$ cat src/hw/rtl/assert_macros.svh
// Assertion helpers, included by mcfir_ctrl.
`ifndef ASSERT_MACROS_SVH
`define ASSERT_MACROS_SVH

// Clocked property with synchronous reset disable.
`define ASSERT_CLK(label, clk, rst, prop) \
   label: assert property (@(posedge clk) disable iff (rst) prop) \
      else $error("assertion failed");

// Condition that must never hold outside reset.
`define ASSERT_NEVER(label, clk, rst, cond) \
   `ASSERT_CLK(label, clk, rst, !(cond))

`endif

$ cat src/hw/rtl/mcfir_pkg.sv
// ----------------------------------------------------------------------------
// mcfir_pkg
// Types, constants and the rounding function of the multichannel FIR filter.
// ----------------------------------------------------------------------------
package mcfir_pkg;

   localparam int MAX_TAPS     = 64;
   localparam int MAX_CHANNELS = 8;
   localparam int SAMPLE_BITS  = 24;
   localparam int TAP_BITS     = 24;
   localparam int FRAC_SHIFT   = 22;

   // fixed field widths
   localparam int REQ_TYPE_BITS = 2;
   localparam int CHANNEL_BITS  = 3;
   localparam int COEF_IDX_BITS = 6;
   localparam int MODE_BITS     = 2;
   localparam int GAIN_BITS     = 24;
   localparam int TAPCFG_BITS   = 7;
   localparam int CENTER_BITS   = 6;
   localparam int CHCFG_BITS    = 4;
   localparam int CSR_IDX_BITS  = 3;
   localparam int CSR_DATA_BITS = 24;

   // derived sizes
   localparam int TAP_IDX_BITS   = $clog2(MAX_TAPS);
   localparam int TAP_CNT_BITS   = $clog2(MAX_TAPS + 1);
   localparam int CH_BITS        = $clog2(MAX_CHANNELS);
   localparam int HIST_ADDR_BITS = CH_BITS + TAP_IDX_BITS;
   localparam int HIST_DEPTH     = MAX_CHANNELS * MAX_TAPS;
   localparam int PROD_BITS      = SAMPLE_BITS + TAP_BITS;
   localparam int ACC_BITS       = PROD_BITS + TAP_IDX_BITS + 1;
   localparam int Q_BITS         = ACC_BITS - FRAC_SHIFT;

   localparam logic signed [ACC_BITS-1:0] ROUND_HALF = ACC_BITS'(1) << (FRAC_SHIFT - 1);
   localparam logic signed [Q_BITS-1:0] Q_HI =
      Q_BITS'((64'sd1 <<< (SAMPLE_BITS - 1)) - 64'sd1);
   localparam logic signed [Q_BITS-1:0] Q_LO = ~Q_HI;

   // request types
   localparam logic [REQ_TYPE_BITS-1:0] REQ_COEF   = 2'd0;
   localparam logic [REQ_TYPE_BITS-1:0] REQ_SAMPLE = 2'd1;
   localparam logic [REQ_TYPE_BITS-1:0] REQ_DRAIN  = 2'd2;

   // filter modes
   localparam logic [MODE_BITS-1:0] MODE_PASS   = 2'd0;
   localparam logic [MODE_BITS-1:0] MODE_ZERO   = 2'd1;
   localparam logic [MODE_BITS-1:0] MODE_GAIN   = 2'd2;
   localparam logic [MODE_BITS-1:0] MODE_FILTER = 2'd3;

   // register indexes
   localparam logic [CSR_IDX_BITS-1:0] CSR_FILTER_MODE   = 3'd0;
   localparam logic [CSR_IDX_BITS-1:0] CSR_GAIN_VALUE    = 3'd1;
   localparam logic [CSR_IDX_BITS-1:0] CSR_TAP_COUNT     = 3'd2;
   localparam logic [CSR_IDX_BITS-1:0] CSR_CENTER_DELAY  = 3'd3;
   localparam logic [CSR_IDX_BITS-1:0] CSR_CHANNEL_COUNT = 3'd4;

   typedef struct packed {
      logic [REQ_TYPE_BITS-1:0]      req_type;
      logic [CHANNEL_BITS-1:0]       channel;
      logic signed [SAMPLE_BITS-1:0] sample_value;
      logic [COEF_IDX_BITS-1:0]      coef_index;
      logic signed [TAP_BITS-1:0]    coef_value;
   } req_item_type;

   typedef struct packed {
      logic [CHANNEL_BITS-1:0]       out_channel;
      logic signed [SAMPLE_BITS-1:0] out_sample;
      logic                          clipped;
      logic                          tail_flag;
   } rsp_item_type;

   typedef struct packed {
      logic                          tap_we;
      logic [TAP_IDX_BITS-1:0]       tap_addr;
      logic signed [TAP_BITS-1:0]    tap_data;
      logic                          hist_we;
      logic [HIST_ADDR_BITS-1:0]     hist_addr;
      logic signed [SAMPLE_BITS-1:0] hist_data;
   } mem_write_type;

   typedef struct packed {
      logic                      valid;
      logic                      first;
      logic                      gain_sel;
      logic                      hist_ok;
      logic [TAP_IDX_BITS-1:0]   tap_addr;
      logic [HIST_ADDR_BITS-1:0] hist_addr;
   } mac_issue_type;

   typedef struct packed {
      logic signed [SAMPLE_BITS-1:0] sample;
      logic                          clip;
   } mac_result_type;

   // Round half up by 2^FRAC_SHIFT, then saturate to SAMPLE_BITS.
   function automatic mac_result_type round_sat(input logic signed [ACC_BITS-1:0] acc);
      logic signed [ACC_BITS-1:0] biased;
      logic signed [Q_BITS-1:0]   q;
      mac_result_type             res;
      biased = acc + ROUND_HALF;
      q      = biased[ACC_BITS-1:FRAC_SHIFT];
      if (q > Q_HI) begin
         res.sample = Q_HI[SAMPLE_BITS-1:0];
         res.clip   = 1'b1;
      end else if (q < Q_LO) begin
         res.sample = Q_LO[SAMPLE_BITS-1:0];
         res.clip   = 1'b1;
      end else begin
         res.sample = q[SAMPLE_BITS-1:0];
         res.clip   = 1'b0;
      end
      return res;
   endfunction

endpackage

$ cat src/hw/rtl/mcfir_ctrl.sv
// ----------------------------------------------------------------------------
// mcfir_ctrl
// Request decode, configuration registers, per-channel history bookkeeping,
// tap sequencing and the result register.
// ----------------------------------------------------------------------------
`include "assert_macros.svh"

module mcfir_ctrl (
   input  logic                                     clock,
   input  logic                                     reset,
   input  logic                                     req_valid,
   output logic                                     req_stall,
   input  mcfir_pkg::req_item_type                  req_data,
   output logic                                     rsp_valid,
   input  logic                                     rsp_stall,
   output mcfir_pkg::rsp_item_type                  rsp_data,
   input  logic                                     csr_valid,
   output logic                                     csr_ready,
   input  logic [mcfir_pkg::CSR_IDX_BITS-1:0]       csr_index,
   input  logic [mcfir_pkg::CSR_DATA_BITS-1:0]      csr_wdata,
   output mcfir_pkg::mem_write_type                 mem_wr,
   output mcfir_pkg::mac_issue_type                 mac_iss,
   output logic signed [mcfir_pkg::GAIN_BITS-1:0]   gain_value,
   output logic signed [mcfir_pkg::SAMPLE_BITS-1:0] sample_value,
   input  mcfir_pkg::mac_result_type                mac_res
);
   import mcfir_pkg::*;

   typedef enum logic [2:0] {S_IDLE, S_MAC, S_WAIT1, S_WAIT2, S_FINISH} state_type;

   state_type                     state_ff, state_in;
   logic [MODE_BITS-1:0]          mode_ff, mode_in;
   logic signed [GAIN_BITS-1:0]   gain_ff, gain_in;
   logic [TAPCFG_BITS-1:0]        taps_cfg_ff, taps_cfg_in;
   logic [CENTER_BITS-1:0]        center_ff, center_in;
   logic [CHCFG_BITS-1:0]         chans_ff, chans_in;

   logic [TAP_IDX_BITS-1:0]       ptr_ff  [MAX_CHANNELS];
   logic [TAP_IDX_BITS-1:0]       ptr_in  [MAX_CHANNELS];
   logic [TAP_CNT_BITS-1:0]       fill_ff [MAX_CHANNELS];
   logic [TAP_CNT_BITS-1:0]       fill_in [MAX_CHANNELS];
   logic [CENTER_BITS-1:0]        skip_ff [MAX_CHANNELS];
   logic [CENTER_BITS-1:0]        skip_in [MAX_CHANNELS];

   logic [CHANNEL_BITS-1:0]       cur_chan_ff, cur_chan_in;
   logic [TAP_IDX_BITS-1:0]       cur_ptr_ff, cur_ptr_in;
   logic [TAP_CNT_BITS-1:0]       cur_fill_ff, cur_fill_in;
   logic [TAP_CNT_BITS-1:0]       taps_ff, taps_in;
   logic [TAP_IDX_BITS-1:0]       k_ff, k_in;
   logic                          gain_mode_ff, gain_mode_in;
   logic                          use_acc_ff, use_acc_in;
   logic                          tail_ff, tail_in;
   logic signed [SAMPLE_BITS-1:0] sample_ff, sample_in;
   logic signed [SAMPLE_BITS-1:0] pass_ff, pass_in;

   logic                          rsp_valid_ff, rsp_valid_in;
   rsp_item_type                  rsp_ff, rsp_in;

   logic                          req_fire, csr_fire, restart, ch_ok, out_free, is_drain;
   logic [CH_BITS-1:0]            ch_idx;
   logic [CHCFG_BITS-1:0]         nch;
   logic [TAP_CNT_BITS-1:0]       taps_eff;
   logic [TAP_IDX_BITS-1:0]       pos;
   logic signed [SAMPLE_BITS-1:0] x_val;

   always_comb begin
      req_stall = (state_ff != S_IDLE);
      csr_ready = (state_ff == S_IDLE);
      req_fire  = req_valid && !req_stall;
      csr_fire  = csr_valid && csr_ready;
      out_free  = !rsp_valid_ff || !rsp_stall;
      is_drain  = (req_data.req_type == REQ_DRAIN);

      nch = (chans_ff > CHCFG_BITS'(MAX_CHANNELS)) ? CHCFG_BITS'(MAX_CHANNELS) : chans_ff;
      if (taps_cfg_ff == '0) begin
         taps_eff = TAP_CNT_BITS'(1);
      end else if (taps_cfg_ff > TAPCFG_BITS'(MAX_TAPS)) begin
         taps_eff = TAP_CNT_BITS'(MAX_TAPS);
      end else begin
         taps_eff = TAP_CNT_BITS'(taps_cfg_ff);
      end

      ch_idx = req_data.channel[CH_BITS-1:0];
      ch_ok  = (CHCFG_BITS'(req_data.channel) < nch);
      x_val  = is_drain ? '0 : req_data.sample_value;

      // defaults: hold
      state_in     = state_ff;
      mode_in      = mode_ff;
      gain_in      = gain_ff;
      taps_cfg_in  = taps_cfg_ff;
      center_in    = center_ff;
      chans_in     = chans_ff;
      ptr_in       = ptr_ff;
      fill_in      = fill_ff;
      skip_in      = skip_ff;
      cur_chan_in  = cur_chan_ff;
      cur_ptr_in   = cur_ptr_ff;
      cur_fill_in  = cur_fill_ff;
      taps_in      = taps_ff;
      k_in         = k_ff;
      gain_mode_in = gain_mode_ff;
      use_acc_in   = use_acc_ff;
      tail_in      = tail_ff;
      sample_in    = sample_ff;
      pass_in      = pass_ff;
      rsp_in       = rsp_ff;
      rsp_valid_in = rsp_valid_ff && rsp_stall;

      mem_wr           = '0;
      mem_wr.tap_addr  = TAP_IDX_BITS'(req_data.coef_index);
      mem_wr.tap_data  = req_data.coef_value;
      mem_wr.hist_addr = {ch_idx, ptr_ff[ch_idx]};
      mem_wr.hist_data = x_val;

      // configuration writes
      restart = 1'b0;
      if (csr_fire) begin
         case (csr_index)
            CSR_FILTER_MODE: begin
               mode_in = csr_wdata[MODE_BITS-1:0];
               restart = 1'b1;
            end
            CSR_GAIN_VALUE: begin
               gain_in = csr_wdata[GAIN_BITS-1:0];
            end
            CSR_TAP_COUNT: begin
               taps_cfg_in = csr_wdata[TAPCFG_BITS-1:0];
               restart     = 1'b1;
            end
            CSR_CENTER_DELAY: begin
               center_in = csr_wdata[CENTER_BITS-1:0];
               restart   = 1'b1;
            end
            CSR_CHANNEL_COUNT: begin
               chans_in = csr_wdata[CHCFG_BITS-1:0];
               restart  = 1'b1;
            end
            default: begin
            end
         endcase
      end
      if (restart) begin
         for (int c = 0; c < MAX_CHANNELS; c++) begin
            ptr_in[c]  = '0;
            fill_in[c] = '0;
            skip_in[c] = center_in;
         end
      end

      case (state_ff)
         S_IDLE: begin
            if (req_fire) begin
               cur_chan_in  = req_data.channel;
               tail_in      = 1'b0;
               use_acc_in   = 1'b0;
               gain_mode_in = 1'b0;
               k_in         = '0;
               if (req_data.req_type == REQ_COEF) begin
                  mem_wr.tap_we = ({1'b0, req_data.coef_index} < (COEF_IDX_BITS + 1)'(MAX_TAPS));
               end else if ((req_data.req_type == REQ_SAMPLE || is_drain) && ch_ok) begin
                  if (mode_ff == MODE_FILTER) begin
                     mem_wr.hist_we = 1'b1;
                     ptr_in[ch_idx] = ptr_ff[ch_idx] + TAP_IDX_BITS'(1);
                     cur_ptr_in     = ptr_ff[ch_idx];
                     if (fill_ff[ch_idx] == TAP_CNT_BITS'(MAX_TAPS)) begin
                        cur_fill_in = fill_ff[ch_idx];
                     end else begin
                        cur_fill_in = fill_ff[ch_idx] + TAP_CNT_BITS'(1);
                     end
                     fill_in[ch_idx] = cur_fill_in;
                     tail_in         = is_drain;
                     taps_in         = taps_eff;
                     use_acc_in      = 1'b1;
                     // drop leading outputs while the center fills
                     if (skip_ff[ch_idx] != '0) begin
                        skip_in[ch_idx] = skip_ff[ch_idx] - CENTER_BITS'(1);
                     end else begin
                        state_in = S_MAC;
                     end
                  end else if (!is_drain) begin
                     case (mode_ff)
                        MODE_PASS: begin
                           pass_in  = req_data.sample_value;
                           state_in = S_FINISH;
                        end
                        MODE_ZERO: begin
                           pass_in  = '0;
                           state_in = S_FINISH;
                        end
                        default: begin
                           sample_in    = req_data.sample_value;
                           gain_mode_in = 1'b1;
                           use_acc_in   = 1'b1;
                           taps_in      = TAP_CNT_BITS'(1);
                           state_in     = S_MAC;
                        end
                     endcase
                  end
               end
            end
         end
         S_MAC: begin
            if (TAP_CNT_BITS'(k_ff) == taps_ff - TAP_CNT_BITS'(1)) begin
               state_in = S_WAIT1;
            end else begin
               k_in = k_ff + TAP_IDX_BITS'(1);
            end
         end
         S_WAIT1: begin
            state_in = S_WAIT2;
         end
         S_WAIT2: begin
            state_in = S_FINISH;
         end
         S_FINISH: begin
            if (out_free) begin
               rsp_valid_in       = 1'b1;
               rsp_in.out_channel = cur_chan_ff;
               rsp_in.out_sample  = use_acc_ff ? mac_res.sample : pass_ff;
               rsp_in.clipped     = use_acc_ff && mac_res.clip;
               rsp_in.tail_flag   = tail_ff;
               state_in           = S_IDLE;
            end
         end
         default: begin
            state_in = S_IDLE;
         end
      endcase

      // tap k pairs with the sample k positions back in this channel
      pos               = cur_ptr_ff - k_ff;
      mac_iss.valid     = (state_ff == S_MAC);
      mac_iss.first     = (k_ff == '0);
      mac_iss.gain_sel  = gain_mode_ff;
      mac_iss.hist_ok   = (TAP_CNT_BITS'(pos) < cur_fill_ff);
      mac_iss.tap_addr  = k_ff;
      mac_iss.hist_addr = {cur_chan_ff[CH_BITS-1:0], pos};

      gain_value   = gain_ff;
      sample_value = sample_ff;
      rsp_valid    = rsp_valid_ff;
      rsp_data     = rsp_ff;
   end

   always_ff @(posedge clock) begin
      if (reset) begin
         state_ff     <= S_IDLE;
         mode_ff      <= MODE_PASS;
         gain_ff      <= GAIN_BITS'(4194304);
         taps_cfg_ff  <= TAPCFG_BITS'(1);
         center_ff    <= '0;
         chans_ff     <= CHCFG_BITS'(2);
         rsp_valid_ff <= 1'b0;
         for (int c = 0; c < MAX_CHANNELS; c++) begin
            ptr_ff[c]  <= '0;
            fill_ff[c] <= '0;
            skip_ff[c] <= '0;
         end
      end else begin
         state_ff     <= state_in;
         mode_ff      <= mode_in;
         gain_ff      <= gain_in;
         taps_cfg_ff  <= taps_cfg_in;
         center_ff    <= center_in;
         chans_ff     <= chans_in;
         rsp_valid_ff <= rsp_valid_in;
         ptr_ff       <= ptr_in;
         fill_ff      <= fill_in;
         skip_ff      <= skip_in;
      end
      cur_chan_ff  <= cur_chan_in;
      cur_ptr_ff   <= cur_ptr_in;
      cur_fill_ff  <= cur_fill_in;
      taps_ff      <= taps_in;
      k_ff         <= k_in;
      gain_mode_ff <= gain_mode_in;
      use_acc_ff   <= use_acc_in;
      tail_ff      <= tail_in;
      sample_ff    <= sample_in;
      pass_ff      <= pass_in;
      rsp_ff       <= rsp_in;
   end

   `ASSERT_CLK(a_tap_in_range, clock, reset, (state_ff == S_MAC) |-> (TAP_CNT_BITS'(k_ff) < taps_ff))
   `ASSERT_CLK(a_finish_holds, clock, reset, (state_ff == S_FINISH && !out_free) |=> (state_ff == S_FINISH))
   `ASSERT_CLK(a_finish_loads, clock, reset, (state_ff == S_FINISH && out_free) |=> (state_ff == S_IDLE && rsp_valid_ff))
   `ASSERT_NEVER(a_fill_bound, clock, reset, (state_ff == S_MAC && cur_fill_ff > TAP_CNT_BITS'(MAX_TAPS)))

endmodule

$ cat config.mk
export PLATFORM = sky130hd
export DESIGN_NAME = mcfir_ctrl
export DESIGN_NICKNAME = d
export VERILOG_FILES = /design/src/hw/rtl/mcfir_pkg.sv /design/src/hw/rtl/mcfir_ctrl.sv
export VERILOG_INCLUDE_DIRS = /design/src /design/src/hw/rtl
export SDC_FILE = /design/constraint.sdc
export NUM_CORES = 1
export LEC_CHECK = 0
export ABC_AREA = 1
export BUFFER_PORTS_ARGS = -buffer_cell sky130_fd_sc_hd__clkbuf_2
export CAP_MARGIN = 15
export CORE_ASPECT_RATIO = 0.6
export CORE_MARGIN = 10
export CORE_UTILIZATION = 30
export CTS_BUF_LIST = sky130_fd_sc_hd__clkbuf_8 sky130_fd_sc_hd__clkbuf_16
export DETAILED_ROUTE_END_ITERATION = 7
export HOLD_SLACK_MARGIN = 0.05
export SYNTH_ARGS = -nofsm -noshare
export SYNTH_HDL_FRONTEND = slang
export SYNTH_SLANG_ARGS = --single-unit
$ cat constraint.sdc
create_clock -name clock -period 4.68 [get_ports clock]
set_input_delay 0.468 -clock clock [delete_from_list [all_inputs] [get_ports clock]]
set_output_delay 0.468 -clock clock [all_outputs]
set_load 0.01 [all_outputs]
==> key figures, run 1 <==
Cells and area
  – Ant. Diodes: 0
  – Area of the multi-input gates: 6519 µm²
  – Commonest non-fill, non-tap cell in the layout: nand2_1
  – Fillers: 5137
  – Fraction of layout cells with a size suffix above 1: 18.45%
  – Area added between synthesis and finish: 16.97%
  – Most frequent cells in the layout: nand2_1, nor2_1, clkbuf_2, dfxtp_1, inv_1
  – Register Area: just over 7000 µm²
  – Total Nets Final: 2238
  – Final core occ: 35.66%

Pwr
  – Combinational share of power: about a fifth
  – Leakage: 0.007390 µW
  – Switching power: between 2000 and 2500 µW
  – PwrDens: about 410 nW/µm²
  – Sw frac: between 30 and 40%
  – Peak supply drop: between 0.2 and 0.25 mV
  – Clock power frac: 38.0%
  – Seq pwr share: between 40% and 50%
  – Tot Pwr: ~7300 µW
  – Internal: between 5000 and 6000 µW

Placed design
  – GP Congestion: roughly 0.92
  – Hpwl dp: between 30000 and 40000 µm
  – I/O Buffers: 219

Timing
  – Slew Limit Fails: 0
  – Max frequency: 269.9 MHz
  – Worst Max-Slew Pin Slew: between 1000 and 1500 ps
  – RSZ-0062 raised after global routing: no
  – Final hold viol count: 0
  – Final setup viols: 0
  – Final min period: ~3700 ps
  – Slew margin rel.: between 20% and 30%
  – Setup TNS: 0 ps
  – Fin crit share: between 70% and 80%
  – Clock Skews: 11.04 ps

Global route
  – Grt total ovfl: 0
  – Largest net degree at the start of global routing: 90
  – Via count of the first global-routing pass: around 13000
  – Tot GR Track Use: between 10% and 20%
  – Initial antenna violation count: 2
  – First-pass GRT wire length: a little under 80000 µm

Detailed routing
  – Wire per inst: approximately 18 µm
  – Final wirelength: 50950 µm
  – Antenna-violating nets left: 0
  – Initial drt markers: about 1300
  – Vias per cell: between 4 and 5
  – Via count: approximately 14000
  – 1st-pass router iterations: 6
  – Drc violations: 0

Clock network
  – Post-CTS Setup Bufs: 0
  – TritonCTS clock tree: done
  – Post-cts resize count: 0
  – Worst-path clk slew: approximately 60 ps
  – Cts hold-fix bufs: 0
  – Clock Sinks: around 310
  – Number of H-tree levels: 2
  – Total CTS buffers: 35
  – Clk_lat worst skew: between 500 and 600 ps
  – CTS max path bufs: 3
  – Clk root buf: clkbuf_16

Floorplanning
  – Row count: 63
  – Initial Util: a little under a third
  – Die X-Extent: just over 300 µm
  – Ports: 280
  – Die area: between 60000 and 70000 µm²
  – Placeable Area: about 50000 µm²
  – Die H: around 190 µm

Synthesis
  – Post-synth EDFFs: around 110
  – Post-synth top area cell: dfxtp_1
  – Fraction of registers with async set or reset after synthesis: 0%
  – Post-synth top area share: 26.36%
  – Yosys cell types: 50
  – Post-Syn Nets: between 2000 and 2500
  – Syn_area_per_cell: between 7 and 8 µm²
  – Synthesis-stage register bit count: ~310
  – Yosys warning total: 0
  – Top_reg_cell synth: dfxtp_1
  – Gate Count Post-Synth: a little under 2000
  – Seq/Total Area, Yosys: about 48%
  – Cell area after synthesis: about 15000 µm²
  – Largest cells by area after synthesis: dfxtp_1, edfxtp_1, nand2_1

Worst hold path
  – Hold Path Class: primary input to flop

Critical path
  – Worst Path Arrival: between 3000 and 4000 ps
  – Crit Path Max Fanout: 6
  – CP required: approximately 4200 ps
  – Setup CP Type: flop to output pin
  – Setup crit end kind: output pin
  – Startpoint Class: flop

Outcome
  – Status: complete, no violations

Job
  – Max Cap Viol: 0
-- cells by family after synthesis --
family          share of synthesized area (%)
mux                                     1.788
xor+xnor                                1.415
buf+inv                                 8.998
fa+ha+maj                               1.953
simple gates                            26.17
compound gates                          11.67
flops                                   48.01
-- cell usage after synthesis, drive strengths merged, types with 9 or more instances --
master and instances:
buf 74, xnor2 9, ha 22, nand2 472
mux2 24, xor2 9, clkbuf 47, nor2 307
o21ai 167, inv 172, nand3 99, a21oi 148
nand4 17, dfxtp 199, nor3 27, edfxtp 109
-- flip-flops by register name, summed over array words and instances (netlist names), 7 cells and up --
| register | cells |
|---|---|
| taps_cfg_ff | 7 |
| pass_ff | 24 |
| skip_ff | 48 |
| cur_fill_ff | 7 |
| sample_value | 24 |
| gain_value | 24 |
| fill_ff | 56 |
| taps_ff | 7 |
| ptr_ff | 48 |
| rsp_data | 29 |
-- layout make-up --
| type | instances | area share [%] |
|---|---|---|
| Sequential cell | 308 | 41.04 |
| Multi-Input combinational cell | 1338 | 36.87 |
| Timing Repair Buffer | 243 | 7.261 |
| Clock buffer | 43 | 5.704 |
| Tap cell | 650 | 4.600 |
| Inverter | 173 | 3.694 |
| Clock inverter | 20 | 0.8280 |
-- power by group through the flow --
stage	Clock, µW	Sequential (µW)	Combinational (µW)
global route	2960	3100	1620
finish	2780	3080	1470
floorplan	0	3160	906
detailed placement	0	3140	1460
global placement	0	3130	1420
CTS	2850	3080	1460
-- stage by stage --
stage / setup WS, ps / cell area, µm² / std cells / hold WS, ps
after detailed placement: 1183 / 16510 / 2711 / 408.1
after CTS: 944.0 / 17670 / 2774 / 99.93
final: 975.4 / 17680 / 2775 / 129.5
after global routing: 791.1 / 17680 / 2775 / 100.5
after floorplan: 395.3 / 15120 / 1940 / 400.3
after global placement: 1182 / 16510 / 2711 / 409.7
-- layer usage --
metal	vias up	track usage (%)	part of all wire, %
li1	6580	-	-
met1	6483	23.22	45
met2	701	22.53	40
met3	69	5.900	13
met4	2	2.866	1.4
met5	-	0.8299	0.13
-- final timing paths --
check | cells past startpoint | slack [ps] | endpoint | startpoint
setup / recovery | 12 | 980 | mac_iss[15] | k_ff[0]
hold / removal | 1 | 130 | sample_value[20] | req_data[50]
setup reg to reg | 12 | 1020 | skip_ff[44] | state_ff[1]
hold reg to reg | 0 | 420 | rsp_data[0] | tail_ff
-- worst max-delay path: stages (launching register included) --
cell	delay (ps)
edfxtp_1	530
ha_1	210
inv_1	60
fa_1	400
a21oi_1	140
o21ai_0	110
xor2_1	200
ha_1	300
inv_1	40
o21bai_1	170
a21oi_1	90
or2_2	290
clkbuf_2	160
No activity file was read; power rests on OpenSTA's default activity.
==> inputs of run 2 (changes only) <==
- clock period: 4.68 -> 3.6 ns (I/O delays scaled with it)
==> key figures, run 2 (synthesis gave the netlist of run 1 again) <==
Timing
  – Max frequency: slightly below 300 MHz
  – Final min period: between 3000 and 4000 ps
  – Clock Skews: 22.27 ps (+11.23 ps)
  – Setup TNS: 0 ps (unchanged)
  – Final setup viols: 0 (unchanged)
  – Fin crit share: around 94%
  – Final hold viol count: 0 (unchanged)
  – Worst Max-Slew Pin Slew: 1123 ps (-6.430 ps)
  – Slew Limit Fails: 0 (unchanged)
  – Slew margin rel.: 25.11% (+0.43 points)

Critical path
  – Worst Path Arrival: 3030 ps (-210 ps)
  – Startpoint Class: flop
  – Setup CP Type: flop to output pin
  – CP required: 3240 ps (-970 ps)
  – R2R depth: 12 (unchanged)
  – Setup crit end kind: output pin
  – Crit Path Max Fanout: 6 (unchanged)

Floorplanning
  – Die X-Extent: 309.8 µm (unchanged)
  – Die H: 193.9 µm (unchanged)
  – Die area: 60060 µm² (unchanged)
  – Ports: 280 (unchanged)
  – Initial Util: 30.49% (unchanged)
  – Placeable Area: 49580 µm² (unchanged)
  – Row count: 63 (unchanged)

Cells and area
  – Biggest regs: fill_ff: 56 flops, ptr_ff: 48 flops, skip_ff: 48 flops
  – Max reg flops: 56 (unchanged)
  – Ant. Diodes: 0 (unchanged)
  – Final core occ: 36.43% (+0.77 points)
  – Fraction of layout cells with a size suffix above 1: 18.60% (+0.15 points)
  – Most frequent cells in the layout: nand2_1, nor2_1, clkbuf_2, dfxtp_1, inv_1
  – Area added between synthesis and finish: 19.49%
  – Total Nets Final: 2298 (+2.7%)
  – Top reg by flops: fill_ff
  – Commonest non-fill, non-tap cell in the layout: nand2_1

Pwr
  – PwrDens: 494.4 nW/µm² (+19%)
  – Leakage: 0.007604 µW (+2.9%)
  – Peak supply drop: 0.3058 mV (+43%)

Clock network
  – CTS max path bufs: 3 (unchanged)
  – Total CTS buffers: 30 (-14%)
  – Clock Sinks: 308 (unchanged)
  – Number of H-tree levels: 1 (-1)
  – Post-cts resize count: 0 (unchanged)
  – Worst-path clk slew: 60 ps (about the same)
  – Clk_lat worst skew: 590 ps (+60 ps)
  – Clk root buf: clkbuf_16
  – TritonCTS clock tree: done

Global route
  – Via count of the first global-routing pass: 13190 (+4.4%)
  – First-pass GRT wire length: 79980 µm (+4.1%)
  – Largest net degree at the start of global routing: 90 (unchanged)
  – Initial antenna violation count: 0 (-2)
  – Grt total ovfl: 0 (unchanged)
  – Tot GR Track Use: 16.77% (+0.68 points)

Detailed routing
  – Final wirelength: 52600 µm (+3.2%)
  – Via count: 14130 (+2.1%)
  – Drc violations: 0 (unchanged)
  – Antenna-violating nets left: 0 (unchanged)
  – Initial drt markers: 1598 (+24%)
  – 1st-pass router iterations: 5 (-1)
  – Wire per inst: 18.57 µm (+1.1%)
  – Vias per cell: 4.987 (about the same)

Placed design
  – GP Congestion: 0.9570 (+4.2%)
  – I/O Buffers: 219 (unchanged)
  – Hpwl dp: 38300 µm (+6.6%)

Worst hold path
  – Hold Path Class: primary input to flop
  – Hold path cells: 3 (+2)

Outcome
  – Status: complete, no violations

Job
  – Max Cap Viol: 0 (unchanged)
-- run 2: cell count changes in the layout (fill, tap and decap cells not counted), moves of 3 or more --
cell,change
dlygate4sd3_1,+37
buf_4,+25
inv_1,+9
clkbuf_16,-7
clkbuf_8,-4
clkinv_1,-3
inv_6,-3
-- run 2: per-stage QoR --
step / total power (µW) / area, µm² / hold slack (ps) / cells / setup slack [ps]
finish: 8929 / 18060 / 53.38 / 2833 / 206.0
global route: 9348 / 18060 / 62.08 / 2833 / -11.28
floorplan: 5282 / 15130 / 400.3 / 1940 / 306.9
detailed placement: 5968 / 16730 / 451.5 / 2734 / 532.2
CTS: 8930 / 18000 / 50.56 / 2827 / 114.2
global placement: 5922 / 16710 / 449.3 / 2733 / 498.3
-- run 2: metal layers --
metal | global-route usage [%] | wire length, µm
met1 | 24.65 | 23540
met2 | 23.99 | 21930
met3 | 4.896 | 6316
met4 | 2.902 | 814
met5 | 0.2490 | 0
-- run 2: final cells by class --
class | count | area (µm²)
Tap cell | 650 | 813.3
Multi-Input combinational cell | 1338 | 6534
Clock buffer | 32 | 778.2
Timing Repair Buffer | 308 | 1906
Fill cell | 5126 | 31520
Sequential cell | 308 | 7257
Clock inverter | 24 | 121.4
Inverter | 173 | 651.9
-- run 2: final timing paths --
| path | start | endpoint | slack, ps |
|---|---|---|---|
| worst min-delay path | csr_wdata[11] | gain_value[11] | 50 |
| worst min register to register | fill_ff[43] | fill_ff[43] | 460 |
| worst max-delay path | k_ff[0] | mac_iss[15] | 210 |
| worst max register to register | state_ff[1] | skip_ff[14] | 580 |
-- run 2: critical path: stages (launching register included) --
cell and delay, ps:
edfxtp_1 460, ha_1 180, inv_1 60, fa_1 400
a21oi_1 150, o21ai_0 110, xor2_1 180, ha_1 300
inv_1 40, o21bai_1 120, a21oi_1 70, or2_2 260
clkbuf_2 130
-- run 2: where the power goes --
group	total (µW)	switching, µW	internal (µW)	leakage, µW
registers	4030	161	3870	0.00260
logic	1950	1310	645	0.00450
clock network	2950	1390	1560	0.000505
total	8930	2860	6070	0.00760
-- run 2: timing repair --
item / in CTS / in global routing
buffers inserted: 0 / 5
hold endpoints to repair: 37 / 0
setup endpoints to repair: 0 / 1
hold buffers: 37 / 0
